===== src/sv/assert_macros.svh =====
// Assertion macros used by the top level of the gated recurrent cell.
// No dependencies.
`ifndef ASSERT_MACROS_SVH
`define ASSERT_MACROS_SVH
// implication checked at every rising clock edge outside reset
`define ASSERT_IMP(label, clk, rst_n, pre, post) \
    label: assert property (@(posedge clk) disable iff (!rst_n) (pre) |-> (post)) \
        else $error("assertion failed");
// next-cycle implication outside reset
`define ASSERT_NEXT(label, clk, rst_n, pre, post) \
    label: assert property (@(posedge clk) disable iff (!rst_n) (pre) |=> (post)) \
        else $error("assertion failed");
`endif


===== src/sv/grc_pkg.sv =====
// Package for the gated recurrent cell: widths and the sigmoid knot table.
// No dependencies.
package grc_pkg;
    localparam int DATA_W_DEF = 16;
    localparam int FRAC_W_DEF = 12;
    localparam int KNOT_BITS  = 24;
    localparam int NUM_KNOTS  = 17;

    // sigmoid at integers -8..8, Q.24, rounded
    function automatic logic [KNOT_BITS-1:0] knot(input logic [4:0] k);
        logic [KNOT_BITS-1:0] r;
        begin
            case (k)
                5'd0:  r = 24'd5626;
                5'd1:  r = 24'd15285;
                5'd2:  r = 24'd41484;
                5'd3:  r = 24'd112287;
                5'd4:  r = 24'd301759;
                5'd5:  r = 24'd795674;
                5'd6:  r = 24'd1999893;
                5'd7:  r = 24'd4512088;
                5'd8:  r = 24'd8388608;
                5'd9:  r = 24'd12265128;
                5'd10: r = 24'd14777323;
                5'd11: r = 24'd15981542;
                5'd12: r = 24'd16475457;
                5'd13: r = 24'd16664929;
                5'd14: r = 24'd16735732;
                5'd15: r = 24'd16761931;
                default: r = 24'd16771590;
            endcase
            return r;
        end
    endfunction
endpackage


===== src/sv/grc_sigmoid.sv =====
// Piecewise-linear sigmoid: registered knot lookup, then interpolation.
// Depends on grc_pkg.
module grc_sigmoid import grc_pkg::*; #(
    parameter int IN_W   = DATA_W_DEF + 1,
    parameter int FRAC_W = FRAC_W_DEF
) (
    input  logic                     i_clk,
    input  logic                     i_en,
    input  logic signed [IN_W-1:0]   i_x,
    output logic        [FRAC_W:0]   o_y
);
    localparam int SH  = KNOT_BITS - FRAC_W;
    localparam int XW  = IN_W + 2;
    localparam logic signed [XW-1:0] LIM = XW'(8) <<< FRAC_W;

    logic signed [XW-1:0]  x_ext, u;
    logic [KNOT_BITS-1:0]  n_base, n_d, r_base, r_d;
    logic [FRAC_W-1:0]     n_frac, r_frac;
    logic [4:0]            seg;
    logic [KNOT_BITS+FRAC_W-1:0] prod;
    logic [KNOT_BITS:0]    y, yr;

    always_comb begin
        x_ext  = XW'(i_x);
        u      = x_ext + LIM;
        seg    = u[FRAC_W +: 5];
        n_frac = u[FRAC_W-1:0];
        if (x_ext < -LIM) begin
            n_base = knot(5'd0);
            n_d    = '0;
        end else if (x_ext >= LIM) begin
            n_base = knot(5'd16);
            n_d    = '0;
        end else begin
            n_base = knot(seg);
            n_d    = knot(seg + 5'd1) - knot(seg);
        end
    end

    always_ff @(posedge i_clk) begin
        if (i_en) begin
            r_base <= n_base;
            r_d    <= n_d;
            r_frac <= n_frac;
        end
    end

    always_comb begin
        prod = (KNOT_BITS+FRAC_W)'(r_d) * (KNOT_BITS+FRAC_W)'(r_frac);
        y    = (KNOT_BITS+1)'(r_base) + (KNOT_BITS+1)'(prod >> FRAC_W);
        if (SH > 0) yr = (y + (KNOT_BITS+1)'(1 << (SH - 1))) >> SH;
        else        yr = y;
        o_y = yr[FRAC_W:0];
    end
endmodule

===== config.mk =====
export PLATFORM = sky130hd
export DESIGN_NAME = grc_sigmoid
export DESIGN_NICKNAME = d
export VERILOG_FILES = /design/src/sv/assert_macros.svh /design/src/sv/grc_pkg.sv /design/src/sv/grc_sigmoid.sv
export SDC_FILE = /design/constraint.sdc
export NUM_CORES = 1
export LEC_CHECK = 0
export ABC_CLOCK_PERIOD_IN_PS = 16730
export BUFFER_PORTS_ARGS = -buffer_cell sky130_fd_sc_hd__buf_2
export CORE_UTILIZATION = 45
export DETAILED_ROUTE_END_ITERATION = 6
export PLACE_DENSITY_LB_ADDON = 0.2
export SETUP_SLACK_MARGIN = 0.5
export SLEW_MARGIN = 10
export SYNTH_ARGS = -nofsm -noshare
export SYNTH_HDL_FRONTEND = slang
export SYNTH_SLANG_ARGS = --single-unit

===== constraint.sdc =====
create_clock -name i_clk -period 16.73 [get_ports i_clk]
set_clock_uncertainty 0.15 [all_clocks]
set_input_delay 1.673 -clock i_clk [delete_from_list [all_inputs] [get_ports i_clk]]
set_output_delay 1.673 -clock i_clk [all_outputs]
set_load 0.01 [all_outputs]

==> impl_metrics.toml, run 1 <==
[timing]
whs_ns = 1.384
relSlewSlack_pct = 24.07
setup_viol = 0
drv_slew = 0
worst_pin_slew_ns = 1.131
hold_viol = 0
finalCritPeriodShare_pct = 63.60
fmax_mhz = 93.98
fin_crit_ns = 10.64
rsz0062_at_grt = "no"
fin_tns_setup_ns = 0

[synth]
ys_warn_count = 0
synth_fp_nets = 1988
synth_edf_count = 58
ys_types = 66
syn_area_per_cell_sq_um = 8.647
seq_area_frac_synth_pct = 12.60
synth_seq_cells = 58
synth_mux_area_share_pct = 0.07239
synth_area_sq_um = 13830
synth_top_family_by_area = "adder cells"
synth_compound_gate_area_share_pct = 11.33
synth_xor_area_share_pct = 3.864
synth-simple-area-share_pct = 17.27
synth_fa_ha_area_share_pct = 45.43
async_flop_share_pct = 0
syn_inst = 1599
ys.flop_type = "edfxtp_1"

[setup_path]
critPathCaptureType = "output port"
crit_type = "reg -> out"
cp_max_fo = 24
cpMostUsedCell = "fa_1"
worst_path_max_delay_cell = "edfxtp_1"
required_ns = 14.91
slowest_delay_ns = 1.01
setup.worst_path.start_class = "flop"
crit_arrival_ns = 8.82

[die]
die_w_um = 177.3
row_count = 63
start_util_pct = 46.16
die_h_um = 177.3
core_area_sq_um = 29950
io_pins = 32
dieArea_sq_um = 31430

[drt]
ant_nets = 0
via_per_inst = 5.429
dr.first_iter.drc_count = 685
via_count = 10635
drcViolationCount = 3
wl_per_cell_um = 17.45
drt-pass1-iter-count = 7
routed_wl_mm = 34.18

[placement]
dpl_cell_area_sq_um = 14190
gp_congestion = 0.8687
portBuffers = 31
dp_hpwl_mm = 27.15

[global_routing]
antenna_found_initial = 0
gr-usage-all-layers_pct = 23.12
grt_pass1_wl_mm = 56.53
grt_overflow = 0
grt_max_degree = 59
grt_pass1_vias = 10952

[clock_network]
cts_tree = "yes"
cts.path.max_buffers = 2
ctsResizeCount = 0
cts.sinks = 58
htree_levels = 3
post-cts-setup-buffers = 0
numCtsBuffers = 9
cts_root_buffer = "clkbuf_16"
hold_buffers = 0
clkTransAtPathRegs_ns = 0.06

[cells_and_area]
layout_commonest_cell = "nand2_1"
final_cell_mix = "nand2_1 (277), inv_1 (265), fa_1 (220), ha_1 (150), and2_1 (80)"
multi_input_area_sq_um = 10780
area.growth.synth_to_final_pct = 5.122
final_nets = 1953
seq_area_sq_um = 1742
drive_above_1_share_pct = 4.015
design_area_sq_um = 14540
n_fill_cell = 2932
diodes = 0

[min_path]
min_path_type = "in -> reg"

[run]
cap_violations = 0

[outcome]
violations = "DRC"
outcome = "finished with violations"
-- flip-flops by register name, summed over array words and instances, names as in the netlist --
name / cells
r_frac: 12
r_d: 24
r_base: 22
-- area by class of cell --
class | instances | area share, %
Clock buffer | 9 | 1.549
Clock inverter | 7 | 0.8092
Inverter | 268 | 6.921
Multi-Input combinational cell | 1193 | 74.16
Sequential cell | 58 | 11.98
Tap cell | 390 | 3.357
Timing Repair Buffer | 34 | 1.222
-- synth_stat cells, types with 3 or more instances --
library cell | number | area, sq um
nand2_1 | 277 | 1040
inv_1 | 265 | 994.7
fa_1 | 220 | 4404
ha_1 | 150 | 1877
and2_1 | 80 | 500.5
clkbuf_1 | 80 | 300.3
a21oi_1 | 78 | 390.4
nor2_1 | 78 | 292.8
edfxtp_1 | 58 | 1742
xnor2_1 | 42 | 367.9
o21ai_0 | 37 | 185.2
a21o_1 | 27 | 202.7
xor2_1 | 19 | 166.4
nor3_1 | 14 | 70.07
nand3_1 | 13 | 65.06
o21bai_1 | 11 | 82.58
and3_1 | 10 | 62.56
nand2b_1 | 10 | 62.56
nor2b_1 | 10 | 62.56
o21a_1 | 10 | 75.07
a31oi_1 | 8 | 50.05
a211oi_1 | 7 | 52.55
or3_1 | 7 | 43.79
nand4_1 | 6 | 37.54
nor3b_1 | 6 | 45.04
o211ai_1 | 6 | 45.04
o311ai_0 | 5 | 43.79
a211o_1 | 4 | 35.03
nand3b_1 | 4 | 30.03
a21boi_0 | 3 | 22.52
a221o_1 | 3 | 30.03
a311oi_1 | 3 | 26.28
clkinv_1 | 3 | 11.26
o22ai_1 | 3 | 18.77
o311a_1 | 3 | 30.03
-- worst max-delay path: cells and delay by family, from the launching register on --
family                   cells  cell delay [ns]
adder cells (fa/ha/maj)      8             3.30
XOR/XNOR                     2             0.26
buffers and inverters        4             0.28
AO/OA/AOI/OAI               13             2.85
AND/OR/NAND/NOR              4             0.77
flip-flops                   1             1.01
-- logic make-up after synthesis --
logic type	after synthesis
XOR/XNOR	61
flip-flops	58
multiplexers	1
AO/OA/AOI/OAI	236
buffers and inverters	348
AND/OR/NAND/NOR	525
adder cells (fa/ha/maj)	370
-- per-layer routing --
layer  routed length, um  track usage [%]  vias to the layer above
met3                1499            1.757                       47
met1               15780            32.06                     5297
met2               16250            39.23                      272
li1                    -                -                     5019
met4                 652            5.520                        0
met5                   0                0                        -
-- per-stage QoR --
step	setup WS, ns	std cells	util (%)
floorplan	7.311	1599	-
global route	5.605	1959	48.53
detailed placement	6.503	1943	47.38
CTS	6.128	1959	48.53
finish	6.090	1959	48.53
global placement	6.599	1943	47.38
-- path summary, 6_finish.rpt --
path	start	end	slack, ns	cells after the start
worst min-delay path	i_x[0]	r_frac[0]	1.38	1
worst max-delay path	r_frac[6]	o_y[8]	6.09	31
Power of run 1 is not shown: default switching activity piles up to over one toggle a cycle in this logic, so the estimate is an artifact.
==> run 2: changes to the inputs <==
--- a/config.mk
+++ b/config.mk
@@ -5,7 +5,8 @@
 export SDC_FILE = /design/constraint.sdc
 export NUM_CORES = 1
 export LEC_CHECK = 0
-export ABC_CLOCK_PERIOD_IN_PS = 16730
+export ABC_AREA = 1
+export ABC_CLOCK_PERIOD_IN_PS = 10500
 export BUFFER_PORTS_ARGS = -buffer_cell sky130_fd_sc_hd__buf_2
 export CORE_UTILIZATION = 45
 export DETAILED_ROUTE_END_ITERATION = 6
==> constraint.sdc (replaced) <==
create_clock -name i_clk -period 10.5 [get_ports i_clk]
set_clock_uncertainty 0.15 [all_clocks]
set_input_delay 1.05 -clock i_clk [delete_from_list [all_inputs] [get_ports i_clk]]
set_output_delay 1.05 -clock i_clk [all_outputs]
set_load 0.01 [all_outputs]
==> run 2 against run 1 <==
- the flow now finishes without violations
- synthesized cell count is 21% higher
- setup slack worse by 4.8 ns
- sequential share of layout area fell by 0.55 points
- flip-flop and latch count stayed put
- global-route usage rose by 2.9 points
- non-clock buffer count fell by 2
- largest cell class unchanged
- highest routed layer unchanged
==> impl_metrics.toml, run 2 <==
[setup_path]
crit_type = "reg -> out"
slowest_delay_ns = 1.03
required_ns = 9.30
cpMostUsedCell = "nand2_1"
critPathCaptureType = "output port"
worst_path_max_delay_cell = "edfxtp_1"
crit_arrival_ns = 7.98
cp_max_fo = 24
setup.worst_path.start_class = "flop"

[clock_network]
ctsResizeCount = 0
cts.path.max_buffers = 2
hold_buffers = 0
clkTransAtPathRegs_ns = 0.05
cts_tree = "yes"
numCtsBuffers = 9
cts.sinks = 58
post-cts-setup-buffers = 0
htree_levels = 3
cts_root_buffer = "clkbuf_16"

[die]
io_pins = 32
start_util_pct = 45.87
core_area_sq_um = 31720
die_h_um = 181.8
row_count = 65
dieArea_sq_um = 33050
die_w_um = 181.8

[cells_and_area]
final_nets = 2304
diodes = 0
drive_above_1_share_pct = 3.804
area.growth.synth_to_final_pct = 4.747
final_cell_mix = "nand2_1 (501), inv_1 (443), fa_1 (220), ha_1 (150), a21oi_1 (121)"
reg_top3 = "r_d x24, r_base x22, r_frac x12"
top_register = "r_d"
largest_reg_flops = 24
layout_commonest_cell = "nand2_1"

[min_path]
min_path_type = "in -> reg"
hold_depth = 1
worstHoldStart = "i_x[2]"
hold_path_end = "r_frac[2]"

[synth]
syn_area_per_cell_sq_um = 7.503
seq_area_frac_synth_pct = 11.97
synth_mux_area_share_pct = 0
synth_compound_gate_area_share_pct = 9.864
ys_types = 48
synth_fp_nets = 2328
synth.most_common_cell = "nand2_1"
synth_top_family_by_area = "adder cells"
async_flop_share_pct = 0
syn_inst = 1939
synth_area_sq_um = 14550
ys.flop_type = "edfxtp_1"
synth_xor_area_share_pct = 2.107
synth_top_cell_by_area = "fa_1"
ys_warn_count = 0
synth_seq_cells = 58
synthTopCellsByArea = "fa_1 (30%), nand2_1 (13%), ha_1 (13%), edfxtp_1 (12%), inv_1 (11%)"
netlist.area_leader.share_pct = 30.27
synth_edf_count = 58
synth-simple-area-share_pct = 19.60
netlist_top_cells_count = "nand2_1 (501), inv_1 (443), fa_1 (220)"
synth_fa_ha_area_share_pct = 43.17

[timing]
fmax_mhz = 108.9
drv_slew = 0
hold_viol = 0
worst_pin_slew_ns = 1.165
finalCritPeriodShare_pct = 87.45
setup_viol = 0
whs_ns = 0.7672
rsz0062_at_grt = "no"
relSlewSlack_pct = 22.31
fin_tns_setup_ns = 0
fin_crit_ns = 9.183

[drt]
dr.first_iter.drc_count = 820
drcViolationCount = 0
via_count = 12306
via_per_inst = 5.302
routed_wl_mm = 40.33
ant_nets = 0
wl_per_cell_um = 17.38
drt-pass1-iter-count = 5

[global_routing]
grt_overflow = 0
antenna_found_initial = 0
grt_pass1_wl_mm = 67.54
grt_max_degree = 59
grt_pass1_vias = 13181
gr-usage-all-layers_pct = 26.00

[run]
cap_violations = 0

[outcome]
outcome = "finished, final reports clean"

[placement]
gp_congestion = 0.9444
dp_hpwl_mm = 33.42
portBuffers = 31
run 2: cell count changes after synthesis, sizes merged, moves of 10 or more:
cell	change
nor2	+35
xnor2	-35
nand3	+26
clkbuf	-19
and3	-10
or2	+12
nor2b	-10
o21ai	+31
and2	-81
inv	+180
nand2	+230
a21oi	+44
a21o	-23
nand2b	-10
run 2: how the worst max path moves through the flow:
stage | from | to | slack (ns) | cells past startpoint
after floorplan | r_frac[6] | o_y[8] | 2.99 | 29
after global placement | r_frac[6] | o_y[11] | 1.74 | 29
after global routing | r_frac[6] | o_y[12] | 0.71 | 34
final | r_frac[6] | o_y[11] | 1.32 | 31
after detailed placement | r_frac[6] | o_y[12] | 1.67 | 31
after CTS | r_frac[6] | o_y[12] | 1.28 | 31
run 2: area by class of cell:
| cell class | instances | area (sq um) |
|---|---|---|
| fill | 3238 | 16480 |
| multi-input combinational | 1368 | 10870 |
| sequential | 58 | 1742 |
| inverter | 446 | 1674 |
| tap | 402 | 503.0 |
| clock buffer | 9 | 225.2 |
| timing repair buffer | 32 | 162.7 |
| clock inverter | 6 | 58.81 |
run 2: layer usage:
| layer | part of all wire, % | routed length (um) | GRT usage [%] | up-vias |
|---|---|---|---|---|
| li1 | - | - | - | 5884 |
| met1 | 44 | 17700 | 33.83 | 6060 |
| met3 | 4.2 | 1707 | 2.146 | 52 |
| met2 | 50 | 20150 | 46.35 | 310 |
| met5 | 0 | 0 | 0 | - |
| met4 | 1.9 | 775 | 6.847 | 0 |
run 2: logic make-up after synthesis:
kind of cell    after synthesis
simple gates                712
buf+inv                     513
fa+ha+maj                   370
compound gates              251
flops                        58
xor+xnor                     35
run 2: worst max-delay path, delay by kind of cell (launching register included):
kind,cells,cell delay (ns)
adders and majority gates,8,3.56
and+or+nand+nor,11,1.23
buffers and inverters,5,0.40
xor gates and xnor gates,1,0.32
DFF,1,1.03
AOI/OAI and AO/OA,6,1.09
run 2: metrics by stage:
step                      std cells  instance area [sq um]  setup slack, ns  utilization (%)
final                          2321                  15240            1.317            48.05
after global routing           2321                  15240           0.7050            48.05
after CTS                      2321                  15240            1.277            48.05
after detailed placement       2306                  14960            1.674            47.15
after global placement         2306                  14960            1.737            47.15
after floorplan                1939                  14550            2.995                -
Power of run 2 is left out for the same reason.
